## src/image_geometric_remap_macros.svh

```systemverilog
// assertion macros for the image geometric remap block
// used by the top level only, no other dependencies
`ifndef IMAGE_GEOMETRIC_REMAP_MACROS_SVH
`define IMAGE_GEOMETRIC_REMAP_MACROS_SVH
`ifndef NO_ASSERTIONS
// same-cycle implication
`define IGR_ASSERT_NOW(name, clk, rst, ante, cons, msg) \
   name: assert property (@(posedge clk) disable iff (rst) (ante) |-> (cons)) else $error(msg);
// next-cycle implication
`define IGR_ASSERT_NEXT(name, clk, rst, ante, cons, msg) \
   name: assert property (@(posedge clk) disable iff (rst) (ante) |=> (cons)) else $error(msg);
`else
`define IGR_ASSERT_NOW(name, clk, rst, ante, cons, msg)
`define IGR_ASSERT_NEXT(name, clk, rst, ante, cons, msg)
`endif
`endif

```

## src/igr_pkg.sv

```systemverilog
// shared types and constants for the image geometric remap block
// no dependencies; used by every module of the block
package igr_pkg;

   localparam int MAX_WIDTH_DEFAULT  = 256;
   localparam int MAX_HEIGHT_DEFAULT = 256;

   localparam int PIXEL_W     = 24;
   localparam int MODE_W      = 3;
   localparam int DIM_REG_W   = 9;
   localparam int CORNER_W    = 8;
   localparam int CSR_INDEX_W = 3;
   localparam int CSR_DATA_W  = 9;

   localparam logic [DIM_REG_W-1:0] DIM_RESET = 9'd256;

   typedef enum logic [MODE_W-1:0] {
      MODE_IDENTITY     = 3'd0,
      MODE_MIRROR_H     = 3'd1,
      MODE_MIRROR_V     = 3'd2,
      MODE_ROTATE_LEFT  = 3'd3,
      MODE_ROTATE_RIGHT = 3'd4,
      MODE_CROP         = 3'd5
   } igr_mode_type;

   typedef enum logic [CSR_INDEX_W-1:0] {
      CSR_MODE         = 3'd0,
      CSR_FRAME_WIDTH  = 3'd1,
      CSR_FRAME_HEIGHT = 3'd2,
      CSR_CROP_LEFT    = 3'd3,
      CSR_CROP_TOP     = 3'd4,
      CSR_CROP_WIDTH   = 3'd5,
      CSR_CROP_HEIGHT  = 3'd6
   } igr_csr_type;

   typedef enum logic {
      OP_STORE = 1'b0,
      OP_READ  = 1'b1
   } igr_op_type;

   // per-pixel status travelling from the read mapper to the result stage
   typedef struct packed {
      logic fault;
      logic last;
   } igr_rd_flags_type;

endpackage

```

## src/igr_write_ctr.sv

```systemverilog
// raster write position for loading the frame store
// depends on igr_pkg for nothing but default sizes; widths from parameters
module igr_write_ctr #(
   parameter int MAX_WIDTH  = igr_pkg::MAX_WIDTH_DEFAULT,
   parameter int MAX_HEIGHT = igr_pkg::MAX_HEIGHT_DEFAULT,
   parameter int DIM_W      = 9
) (
   input  logic                          clock,
   input  logic                          reset,
   input  logic                          advance,
   input  logic [DIM_W-1:0]              frame_w,
   input  logic [DIM_W-1:0]              frame_h,
   output logic [$clog2(MAX_WIDTH)-1:0]  col,
   output logic [$clog2(MAX_HEIGHT)-1:0] row
);

   localparam int CW = $clog2(MAX_WIDTH);
   localparam int RW = $clog2(MAX_HEIGHT);

   logic [CW-1:0]    col_ff, col_in;
   logic [RW-1:0]    row_ff, row_in;
   logic [DIM_W-1:0] col_inc, row_inc;

   always_comb begin
      // stale counters after a size change restart at the origin
      col = (DIM_W'(col_ff) >= frame_w) ? '0 : col_ff;
      row = (DIM_W'(row_ff) >= frame_h) ? '0 : row_ff;
      col_inc = DIM_W'(col) + DIM_W'(1);
      row_inc = DIM_W'(row) + DIM_W'(1);
      col_in = col_ff;
      row_in = row_ff;
      if (advance) begin
         if (col_inc >= frame_w) begin
            col_in = '0;
            row_in = (row_inc >= frame_h) ? '0 : RW'(row_inc);
         end else begin
            col_in = CW'(col_inc);
            row_in = row;
         end
      end
   end

   always_ff @(posedge clock) begin
      if (reset) begin
         col_ff <= '0;
         row_ff <= '0;
      end else begin
         col_ff <= col_in;
         row_ff <= row_in;
      end
   end

endmodule

```

## config.mk

```make
export PLATFORM = sky130hd
export DESIGN_NAME = igr_write_ctr
export DESIGN_NICKNAME = d
export VERILOG_FILES = /design/src/image_geometric_remap_macros.svh /design/src/igr_pkg.sv /design/src/igr_write_ctr.sv
export SDC_FILE = /design/constraint.sdc
export NUM_CORES = 1
export LEC_CHECK = 0
export BUFFER_PORTS_ARGS = -buffer_cell sky130_fd_sc_hd__buf_2
export CORE_UTILIZATION = 50
export CTS_CLUSTER_DIAMETER = 100
export DETAILED_ROUTE_END_ITERATION = 16
export GPL_ROUTABILITY_DRIVEN = 0
export PLACE_DENSITY_LB_ADDON = 0.3
export SLEW_MARGIN = 30
export SYNTH_ARGS = -nofsm -noshare
export SYNTH_HDL_FRONTEND = slang
export SYNTH_SLANG_ARGS = --single-unit
```

## constraint.sdc

```tcl
create_clock -name clock -period 4.8 [get_ports clock]
set_clock_uncertainty 0.1 [all_clocks]
set_input_delay 0.72 -clock clock [delete_from_list [all_inputs] [get_ports clock]]
set_output_delay 0.72 -clock clock [all_outputs]
set_load 0.03 [all_outputs]
```

==> reports/metrics.yaml <==
clocking:
  cts_tree: "built"
  clk_pin_slew_ns: 0.08
  clock-sinks: 16
  cts_hold_buf: 0
  clk_latency_ns: 0.28
  ctsHtreeMaxLevel: 1
  clk_path_buf_depth: 2
  cts_buffers: 3
  cts_root_buffer: "clkbuf_4"
grt:
  grt_pass1_wl_mm: 7.26
  grt_util_all_layers_pct: 22.5
  antenna_found_initial: 0
  grt_pass1_vias: 1688
  grt_overflow: 0
  grt_max_degree: 11
worst_hold_path:
  hold_path_class: "reg -> reg"
sta:
  fin_tns_setup_ns: 0
  fin_ws_ns: 0.377
  final.hold.worst_slack_ns: 0.440
  hold_violations: 0
  fmax_ghz: 0.226
  slew_headroom_pct: 66.9
  finalMaxSlewViolations: 0
  fin_crit_sh_pct: 92.1
  tightest_slew_ns: 0.492
  period_needed_ns: 4.42
  rsz0062_at_grt: "false"
  setup_viol: 0
synthesis:
  synth_cell_type_count: 46
  synth_edf_count: 0
  synthArstFlopShare_pct: 0
  synth_area_sq_um: 1830
  yosysSeqAreaShare_pct: 17.5
  syn_inst: 238
  syn_nets: 295
  synth-seq-cells: 16
  ys_warn_count: 0
  syn_avg_cell_area_sq_um: 7.70
  ys.flop_type: "dfxtp_1"
floorplanning:
  core_area_sq_um: 3420
  io-pin-count: 37
  die_y_um: 62.5
  dieArea_sq_um: 3910
  start_util_pct: 53.7
  rows: 21
  dieWidth_um: 62.5
route:
  wl_met3_um: 210
  ant_nets: 0
  top_layer: "met4"
  drtPass1Iterations: 4
  dr_wl_met2_mm: 2.03
  wl_met1_mm: 1.91
  vias_per_cell: 5.61
  route.detailed.drc: 0
  vias: 1812
  drt_iter0_drc: 114
  post_drt_wl_per_cell_um: 13.1
  totalWireLength_mm: 4.22
worst_setup_path:
  r2r-start: "row_ff[6]$_SDFFE_PP0P_"
  regToRegEndpoint: "row_ff[4]$_SDFFE_PP0P_"
  start_kind: "input pin"
  critPathTopFamily: "compound AO/OA/AOI/OAI gates"
  crit_arrival_ns: 4.53
  crit_fanout: 7
  critPathBufInv: 2
  crit_path_max_incr_delay_ns: 0.42
  cp_slowest_cell: "a2111oi_1"
  critical_path_required_ns: 4.91
  r2r_slack_ns: 0.56
  r2r_cells: 17
  startpoint: "frame_h[6]"
  crit_chain: "buf_2 -> inv_1 -> ha_1 -> a21o_1 -> a211oi_1 -> o21ai_0 -> nand2_2 -> and2_1 -> ha_1 -> nand3_1 -> nor2_1 -> nand2_1 -> a21oi_1 -> ha_1 -> o2111a_1 -> a2111oi_1 -> o211a_1 -> nand3_1 -> o221ai_1"
  path_common_cell: "ha_1"
  endpoint: "row_ff[4]$_SDFFE_PP0P_"
  endpoint_kind: "flop"
  path_class: "in -> reg"
  cp.depth: 19
cells_and_area:
  areaGrowthSynthToFinish_pct: 15.2
  seqCellArea_sq_um: 320
  multi_input_area_sq_um: 1400
  diodes: 0
  stdcell_count: 323
  n_fill_cell: 330
  drive_gt1_share_pct: 18.1
  layout.nets: 336
outcome:
  outcome: "complete, no violations"
pwr:
  leakage_nw: 1.12
  power.density_nw_per_um2: 126
  max-vdd-ir-drop_uv: 69.7
  finalPower_uw: 266
placement:
  port_buffers: 36
  place_inst: 320
  dp_slack_ns: 0.00427
  dp_hpwl_mm: 3.52
job:
  maxCapViolations: 0
[worst reg2reg max path, delay by kind of cell (launching register included)]
family | cells | cell delay, ns
compound gates | 8 | 1.91
flops | 1 | 0.41
fa+ha+maj | 3 | 0.72
simple gates | 6 | 1.03
[Yosys cell counts (2+ instances only)]
cell      instances  area [sq um]
a21o_1            3          22.5
o211ai_1          2          15.0
ha_1             36           450
and2_1           13          81.3
xnor2_1           4          35.0
xor2_1            2          17.5
nand4b_1          4          35.0
and4_1            2          17.5
inv_1            26          97.6
dfxtp_1          16           320
nand2b_1          4          25.0
nor2_1           17          63.8
or2_2             2          12.5
a22o_1            3          26.3
and3_1            4          25.0
a211oi_1          4          30.0
nand3_1          11          55.1
or3_1             2          12.5
nor2b_1           3          18.8
o21ai_0           7          35.0
nand2_1          20          75.1
a211o_1           3          26.3
clkbuf_1          3          11.3
a21oi_1          19          95.1
o221ai_1          4          35.0
nand4_1           4          25.0
[final cells by class]
class                      count  area share, %
tap                           46           2.73
multi-input combinational    191           66.3
sequential                    16           15.2
timing repair buffer          40           9.95
clock buffer                   3           1.07
inverter                      27           4.80
[cells by family after synthesis]
family	share of synthesized area [%]
AOI/OAI and AO/OA	21.9
buffers and inverters	6.35
xor gates and xnor gates	2.87
DFF	17.5
adders and majority gates	24.6
and+or+nand+nor	26.8
[flip-flops by register name (all words and copies together) (netlist names)]
register / cells
col_ff: 8
row_ff: 8
[power by group]
| part | internal, mW | leakage, nW | switching, mW |
|---|---|---|---|
| Sequential | 0.134 | 0.129 | 0.00275 |
| Clock | 0.0291 | 0.0138 | 0.0378 |
| Combinational | 0.0266 | 0.972 | 0.0353 |
| Total | 0.190 | 1.12 | 0.0758 |
[per-layer routing]
metal / global-route usage (%) / up-vias
li1: - / 937
met1: 27.7 / 799
met2: 40.1 / 68
met3: 2.19 / 8
met4: 8.43 / 0
met5: 0 / -
[how the worst min path moves through the flow]
stage                            from                endpoint  cells past startpoint
6_report       col_ff[4]$_SDFFE_PP0P_  col_ff[4]$_SDFFE_PP0P_                      2
5_1_grt        col_ff[4]$_SDFFE_PP0P_  col_ff[4]$_SDFFE_PP0P_                      2
4_1_cts        col_ff[4]$_SDFFE_PP0P_  col_ff[4]$_SDFFE_PP0P_                      2
3_5_place_dp   col_ff[4]$_SDFFE_PP0P_  col_ff[4]$_SDFFE_PP0P_                      2
3_3_place_gp   col_ff[4]$_SDFFE_PP0P_  col_ff[4]$_SDFFE_PP0P_                      2
2_1_floorplan  row_ff[0]$_SDFFE_PP0P_  row_ff[0]$_SDFFE_PP0P_                      2
[layout by cell type (no fill, tap or decap), types with 2 or more instances in the layout]
cell,instances
nand4_1,4
buf_4,4
and3_1,4
a211oi_1,4
o221ai_1,4
xor2_1,2
nor2_1,17
and2_1,13
nand4b_1,4
nor2b_1,3
nand2b_1,4
or3_1,2
xnor2_1,4
clkbuf_4,3
and4_1,2
or2_2,2
a211o_1,3
nand3_1,11
inv_1,26
a21o_1,3
o21ai_1,2
nand2_1,19
a21oi_1,19
o211ai_1,2
buf_2,36
o21ai_0,6
dfxtp_1,16
ha_1,36
a22o_1,3
[per-stage QoR]
| step | util [%] | cell area (sq um) |
|---|---|---|
| 3_3_place_gp | 61.1 | 2090 |
| 2_1_floorplan | - | 1830 |
| 3_5_place_dp | 61.1 | 2090 |
| 4_1_cts | 61.7 | 2110 |
| 6_report | 61.8 | 2110 |
| 5_1_grt | 61.8 | 2110 |
[what timing repair did]
item / in CTS / in global routing
gates resized for setup: 0 / 3
setup endpoints to repair: 0 / 5
buffers inserted: 0 / 0
No activity file was read; power rests on OpenSTA's default activity.
