==> src/image_geometric_remap_macros.svh <==
// assertion macros for the image geometric remap block
// used by the top level only, no other dependencies
`ifndef IMAGE_GEOMETRIC_REMAP_MACROS_SVH
`define IMAGE_GEOMETRIC_REMAP_MACROS_SVH
`ifndef NO_ASSERTIONS
// same-cycle implication
`define IGR_ASSERT_NOW(name, clk, rst, ante, cons, msg) \
   name: assert property (@(posedge clk) disable iff (rst) (ante) |-> (cons)) else $error(msg);
// next-cycle implication
`define IGR_ASSERT_NEXT(name, clk, rst, ante, cons, msg) \
   name: assert property (@(posedge clk) disable iff (rst) (ante) |=> (cons)) else $error(msg);
`else
`define IGR_ASSERT_NOW(name, clk, rst, ante, cons, msg)
`define IGR_ASSERT_NEXT(name, clk, rst, ante, cons, msg)
`endif
`endif

==> src/igr_pkg.sv <==
// shared types and constants for the image geometric remap block
// no dependencies; used by every module of the block
package igr_pkg;

   localparam int MAX_WIDTH_DEFAULT  = 256;
   localparam int MAX_HEIGHT_DEFAULT = 256;

   localparam int PIXEL_W     = 24;
   localparam int MODE_W      = 3;
   localparam int DIM_REG_W   = 9;
   localparam int CORNER_W    = 8;
   localparam int CSR_INDEX_W = 3;
   localparam int CSR_DATA_W  = 9;

   localparam logic [DIM_REG_W-1:0] DIM_RESET = 9'd256;

   typedef enum logic [MODE_W-1:0] {
      MODE_IDENTITY     = 3'd0,
      MODE_MIRROR_H     = 3'd1,
      MODE_MIRROR_V     = 3'd2,
      MODE_ROTATE_LEFT  = 3'd3,
      MODE_ROTATE_RIGHT = 3'd4,
      MODE_CROP         = 3'd5
   } igr_mode_type;

   typedef enum logic [CSR_INDEX_W-1:0] {
      CSR_MODE         = 3'd0,
      CSR_FRAME_WIDTH  = 3'd1,
      CSR_FRAME_HEIGHT = 3'd2,
      CSR_CROP_LEFT    = 3'd3,
      CSR_CROP_TOP     = 3'd4,
      CSR_CROP_WIDTH   = 3'd5,
      CSR_CROP_HEIGHT  = 3'd6
   } igr_csr_type;

   typedef enum logic {
      OP_STORE = 1'b0,
      OP_READ  = 1'b1
   } igr_op_type;

   // per-pixel status travelling from the read mapper to the result stage
   typedef struct packed {
      logic fault;
      logic last;
   } igr_rd_flags_type;

endpackage

==> src/igr_read_map.sv <==
// read position and source coordinate mapping for each output pixel
// depends on igr_pkg for mode codes and the flags struct
module igr_read_map #(
   parameter int MAX_WIDTH  = igr_pkg::MAX_WIDTH_DEFAULT,
   parameter int MAX_HEIGHT = igr_pkg::MAX_HEIGHT_DEFAULT,
   parameter int DIM_W      = 9
) (
   input  logic                            clock,
   input  logic                            reset,
   input  logic                            advance,
   input  logic [igr_pkg::MODE_W-1:0]      mode,
   input  logic [DIM_W-1:0]                frame_w,
   input  logic [DIM_W-1:0]                frame_h,
   input  logic [DIM_W-1:0]                crop_w,
   input  logic [DIM_W-1:0]                crop_h,
   input  logic [igr_pkg::CORNER_W-1:0]    crop_left,
   input  logic [igr_pkg::CORNER_W-1:0]    crop_top,
   output logic [$clog2(MAX_WIDTH)-1:0]    src_col,
   output logic [$clog2(MAX_HEIGHT)-1:0]   src_row,
   output igr_pkg::igr_rd_flags_type       flags
);

   localparam int CW   = $clog2(MAX_WIDTH);
   localparam int RW   = $clog2(MAX_HEIGHT);
   localparam int MAXD = (MAX_WIDTH > MAX_HEIGHT) ? MAX_WIDTH : MAX_HEIGHT;
   localparam int KW   = $clog2(MAXD);
   // source coordinate width: room for corner plus counter
   localparam int XW   = ((KW > igr_pkg::CORNER_W) ? KW : igr_pkg::CORNER_W) + 1;

   logic [KW-1:0]    rc_ff, rc_in, rr_ff, rr_in, rc, rr;
   logic [DIM_W-1:0] out_w, out_h, rc_inc, rr_inc;
   logic [XW-1:0]    sx, sy, xw, xh, xrc, xrr;

   always_comb begin
      case (igr_pkg::igr_mode_type'(mode))
         igr_pkg::MODE_ROTATE_LEFT, igr_pkg::MODE_ROTATE_RIGHT: begin
            out_w = frame_h;
            out_h = frame_w;
         end
         igr_pkg::MODE_CROP: begin
            out_w = crop_w;
            out_h = crop_h;
         end
         default: begin
            out_w = frame_w;
            out_h = frame_h;
         end
      endcase

      rc = (DIM_W'(rc_ff) >= out_w) ? '0 : rc_ff;
      rr = (DIM_W'(rr_ff) >= out_h) ? '0 : rr_ff;

      xw  = XW'(frame_w);
      xh  = XW'(frame_h);
      xrc = XW'(rc);
      xrr = XW'(rr);

      case (igr_pkg::igr_mode_type'(mode))
         igr_pkg::MODE_MIRROR_H: begin
            sx = xw - XW'(1) - xrc;
            sy = xrr;
         end
         igr_pkg::MODE_MIRROR_V: begin
            sx = xrc;
            sy = xh - XW'(1) - xrr;
         end
         igr_pkg::MODE_ROTATE_LEFT: begin
            sx = xw - XW'(1) - xrr;
            sy = xrc;
         end
         igr_pkg::MODE_ROTATE_RIGHT: begin
            sx = xrr;
            sy = xh - XW'(1) - xrc;
         end
         igr_pkg::MODE_CROP: begin
            sx = XW'(crop_left) + xrc;
            sy = XW'(crop_top) + xrr;
         end
         default: begin
            sx = xrc;
            sy = xrr;
         end
      endcase

      // only a crop window can reach past the frame
      flags.fault = (sx >= xw) || (sy >= xh);
      flags.last  = (DIM_W'(rc) == out_w - DIM_W'(1)) &&
                    (DIM_W'(rr) == out_h - DIM_W'(1));
      src_col = sx[CW-1:0];
      src_row = sy[RW-1:0];

      rc_inc = DIM_W'(rc) + DIM_W'(1);
      rr_inc = DIM_W'(rr) + DIM_W'(1);
      rc_in = rc_ff;
      rr_in = rr_ff;
      if (advance) begin
         if (rc_inc >= out_w) begin
            rc_in = '0;
            rr_in = (rr_inc >= out_h) ? '0 : KW'(rr_inc);
         end else begin
            rc_in = KW'(rc_inc);
            rr_in = rr;
         end
      end
   end

   always_ff @(posedge clock) begin
      if (reset) begin
         rc_ff <= '0;
         rr_ff <= '0;
      end else begin
         rc_ff <= rc_in;
         rr_ff <= rr_in;
      end
   end

endmodule

==> config.mk <==
export PLATFORM = sky130hd
export DESIGN_NAME = igr_read_map
export DESIGN_NICKNAME = d
export VERILOG_FILES = /design/src/image_geometric_remap_macros.svh /design/src/igr_pkg.sv /design/src/igr_read_map.sv
export SDC_FILE = /design/constraint.sdc
export NUM_CORES = 1
export LEC_CHECK = 0
export BUFFER_PORTS_ARGS = -buffer_cell sky130_fd_sc_hd__buf_4
export CAP_MARGIN = 20
export CORE_ASPECT_RATIO = 0.6
export CORE_MARGIN = 2
export CORE_UTILIZATION = 40
export CTS_BUF_LIST = sky130_fd_sc_hd__clkbuf_16
export DETAILED_ROUTE_END_ITERATION = 7
export PLACE_DENSITY = 0.7
export SLEW_MARGIN = 40
export SYNTH_ARGS = -nofsm -noshare
export SYNTH_HDL_FRONTEND = slang
export SYNTH_SLANG_ARGS = --single-unit
==> constraint.sdc <==
create_clock -name clock -period 20.1 [get_ports clock]
set_input_delay 2.01 -clock clock [delete_from_list [all_inputs] [get_ports clock]]
set_output_delay 2.01 -clock clock [all_outputs]
set_load 0.02 [all_outputs]
==> key figures <==
CTS
  • CTS resizes: 0
  • Worst-path clk slew: around 50 ps
  • CTS tree: done
  • Post CTS Setup Buffer Count: 0
  • Htree depth: 1
  • Clock Path Buffers: 2
  • CTS root buffer: clkbuf_16
  • Clk sink count: 16
  • Clk_lat worst skew: between 200 and 300 ps
  • # hold bufs at CTS: 0
  • Cts bufs inserted: 3

Yosys
  • Synth Instances: a little under 800
  • Net count after synthesis: about 940
  • EDFF count, synth: 0
  • Synth cell types: between 80 and 90
  • Yosys warns: 0
  • Sequential area share after synthesis: around 5.7%
  • Post-synthesis register bit count: 16
  • Post-Syn Area per Cell: 7.08 um^2
  • Mapped Area: approximately 5600 um^2
  • Synth async-reset ratio: 0%
  • Primary FF master, synth: dfxtp_1

Placed design
  • Post-placement cell count: between 1000 and 1500
  • Final HPWL DP: roughly 17000 um
  • Final GP Congestion: 1.01
  • Port bufs: between 70 and 80

Drt
  • Final WL: roughly 20000 um
  • Routed vias/inst: roughly 6.0
  • Routed WL per cell: 19.6 um
  • Pre-antenna DRT Iters: 6
  • Detailed-route via count: between 6000 and 7000
  • Drt drc: 0
  • Antenna-violating nets left: 0
  • Drt first-iter violations: 800

Global routing
  • Vias in the first global route: approximately 5600
  • Gr ovfl total: 0
  • First-pass GRT wire length: between 30000 and 40000 um
  • GR Util All Layers: around 28%
  • Initial antenna violation count: 0
  • Largest net degree at the start of global routing: 51

Critical path
  • Crit path arrival time: 9610 ps
  • CP Data Required Time: around 18000 ps
  • Most used cell, CP: o21ai_0
  • Flop-to-flop setup slack: 13750 ps
  • Crit-path max FO: 50
  • Type of origin of the critical path: input port
  • CP max-delay cell: or3b_1
  • WS Path Type: input port to primary output
  • CP peak stage delay: around 660 ps
  • CP endpoint kind: primary output

Cells and area
  • Core Util, Final: approximately 47%
  • Flip-flop and latch area: 320 um^2
  • Fill cell count: 1430
  • Layout cells sized above 1: 13.0%
  • Area grow syn2layout: 13.4%
  • Final std cells w/o fill: 1032
  • Most frequent cells in the layout: ha_1, buf_4, a21oi_1, inv_1, nor2_1
  • Commonest non-fill, non-tap cell in the layout: ha_1
  • Nets@finish: 988
  • ANT cells: 0
  • Multi-input gate area: around 5000 um^2

Die
  • Row count: 33
  • Width of the die: between 150 and 200 um
  • I/O pin count: 76
  • Starting density of the core: 41.1%
  • Die Area: around 15000 um^2
  • Core area: roughly 14000 um^2
  • Die height: ~96 um

Timing
  • Setup TNS: 0 ps
  • RSZ-0062 raised after global routing: no
  • Final slew viol count: 0
  • Relative slew margins: between 40 and 50%
  • Hold Vio Cnt, Final: 0
  • Final setup viols: 0
  • Clock Skews: 1.11 ps
  • Slew @ Worst Pin: 783 ps
  • Fin crit share: ~58%
  • Fin crit period: ~12000 ps
  • Fmax: about 86 MHz

Power and ir drop
  • Pwr dens: between 30 and 40 nW/um^2
  • Max VDD drop: about 0.019 mV
  • Leakage: between 3 and 4 nW

Hold path
  • Hold WC Path Type: flip-flop to flip-flop

Run
  • Max Cap Violations: 0

Status
  • Status: finished, final reports clean
==> power breakdown <==
part / internal [mW] / leakage (nW) / switching (mW)
Sequential: 0.0321 / 0.129 / 0.000864
Clock: 0.0265 / 0.0385 / 0.0138
Combinational: 0.0528 / 2.90 / 0.0774
==> worst max-delay path, delay by kind of cell <==
kind	cells	cell delay [ps]
xor+xnor	1	160
fa+ha+maj	3	800
compound gates	13	3030
buf+inv	5	1060
simple gates	10	2510
==> layer usage <==
| metal | track usage [%] | part of all wire (%) |
|---|---|---|
| met5 | 0 | 0 |
| met4 | 1.67 | 0.58 |
| met3 | 10.1 | 15 |
| met2 | 36.5 | 36 |
| met1 | 43.0 | 48 |
==> sequential cells by signal, summed over array words and instances, names as in the netlist <==
signal  cells
rc_ff       8
rr_ff       8
==> final timing paths <==
path / endpoint / startpoint / depth (start not counted)
worst max-delay path: flags[1] / mode[0] / 32
worst min-delay path: rc_ff[4] / rc_ff[4] / 2
worst max register to register: rr_ff[2] / rc_ff[1] / 22
worst min register to register: rc_ff[4] / rc_ff[4] / 2
==> synth_stat cells (3+ instances only) <==
cell type  count  area share (%)
a31oi_1        5            0.56
or2_2          3            0.33
a2bb2oi_1      3            0.47
clkbuf_1      21             1.4
or3_1          3            0.33
o2bb2ai_1      3            0.47
buf_4          4            0.53
inv_1         72             4.8
o21ai_0       36             3.2
nand2b_1      17             1.9
a22o_1         9             1.4
fa_1           4             1.4
dfxtp_1       16             5.7
o32ai_1        6            0.93
o21ai_1        4            0.36
buf_1          3            0.20
o22ai_1       16             1.8
a21o_1        29             3.9
a21oi_1       75             6.7
a32o_1         5            0.89
xor2_1        25             3.9
nor3b_1        3            0.40
o221ai_1       4            0.62
nand2_1       50             3.3
nor2_1        66             4.4
a211oi_1       9             1.2
o211ai_1       5            0.67
and3_1        10             1.1
ha_1          85              19
nand4_1       10             1.1
o31ai_1        3            0.40
nor3_1        11            0.98
a32oi_1        5            0.78
xnor2_1       42             6.5
mux2i_1       12             2.1
a21oi_4        3            0.87
nand3_1       25             2.2
o21bai_1       9             1.2
o21a_1         3            0.40
and2_1         4            0.44
a221oi_1       4            0.62
nor2b_1       12             1.3
nor4_1         5            0.56
buf_2         10            0.89
==> metrics by stage <==
step	area [um^2]	hold WS (ps)	power (mW)	worst slack, ps
finish	6380	549	0.203	8480
detailed placement	6290	540	0.159	8670
global route	6380	574	0.219	8120
CTS	6360	550	0.201	8640
floorplan	5630	481	0.119	10340
global placement	6290	538	0.159	8650
==> layout make-up <==
| cell class | instances | share of cell area (%) |
|---|---|---|
| Multi-Input combinational cell | 665 | 76.1 |
| Timing Repair Buffer | 79 | 9.35 |
| Sequential cell | 16 | 5.02 |
| Inverter | 76 | 4.51 |
| Tap cell | 192 | 3.76 |
| Clock buffer | 3 | 1.18 |
| Clock inverter | 1 | 0.0588 |
==> logic make-up after synthesis <==
| group | after synthesis | synth area share, % |
|---|---|---|
| mux | 14 | 2.53 |
| xor+xnor | 67 | 10.4 |
| buf+inv | 114 | 8.13 |
| simple gates | 236 | 21.2 |
| compound gates | 259 | 31.8 |
| flops | 16 | 5.69 |
| fa+ha+maj | 89 | 20.3 |
(Power assumes the default switching activity.)
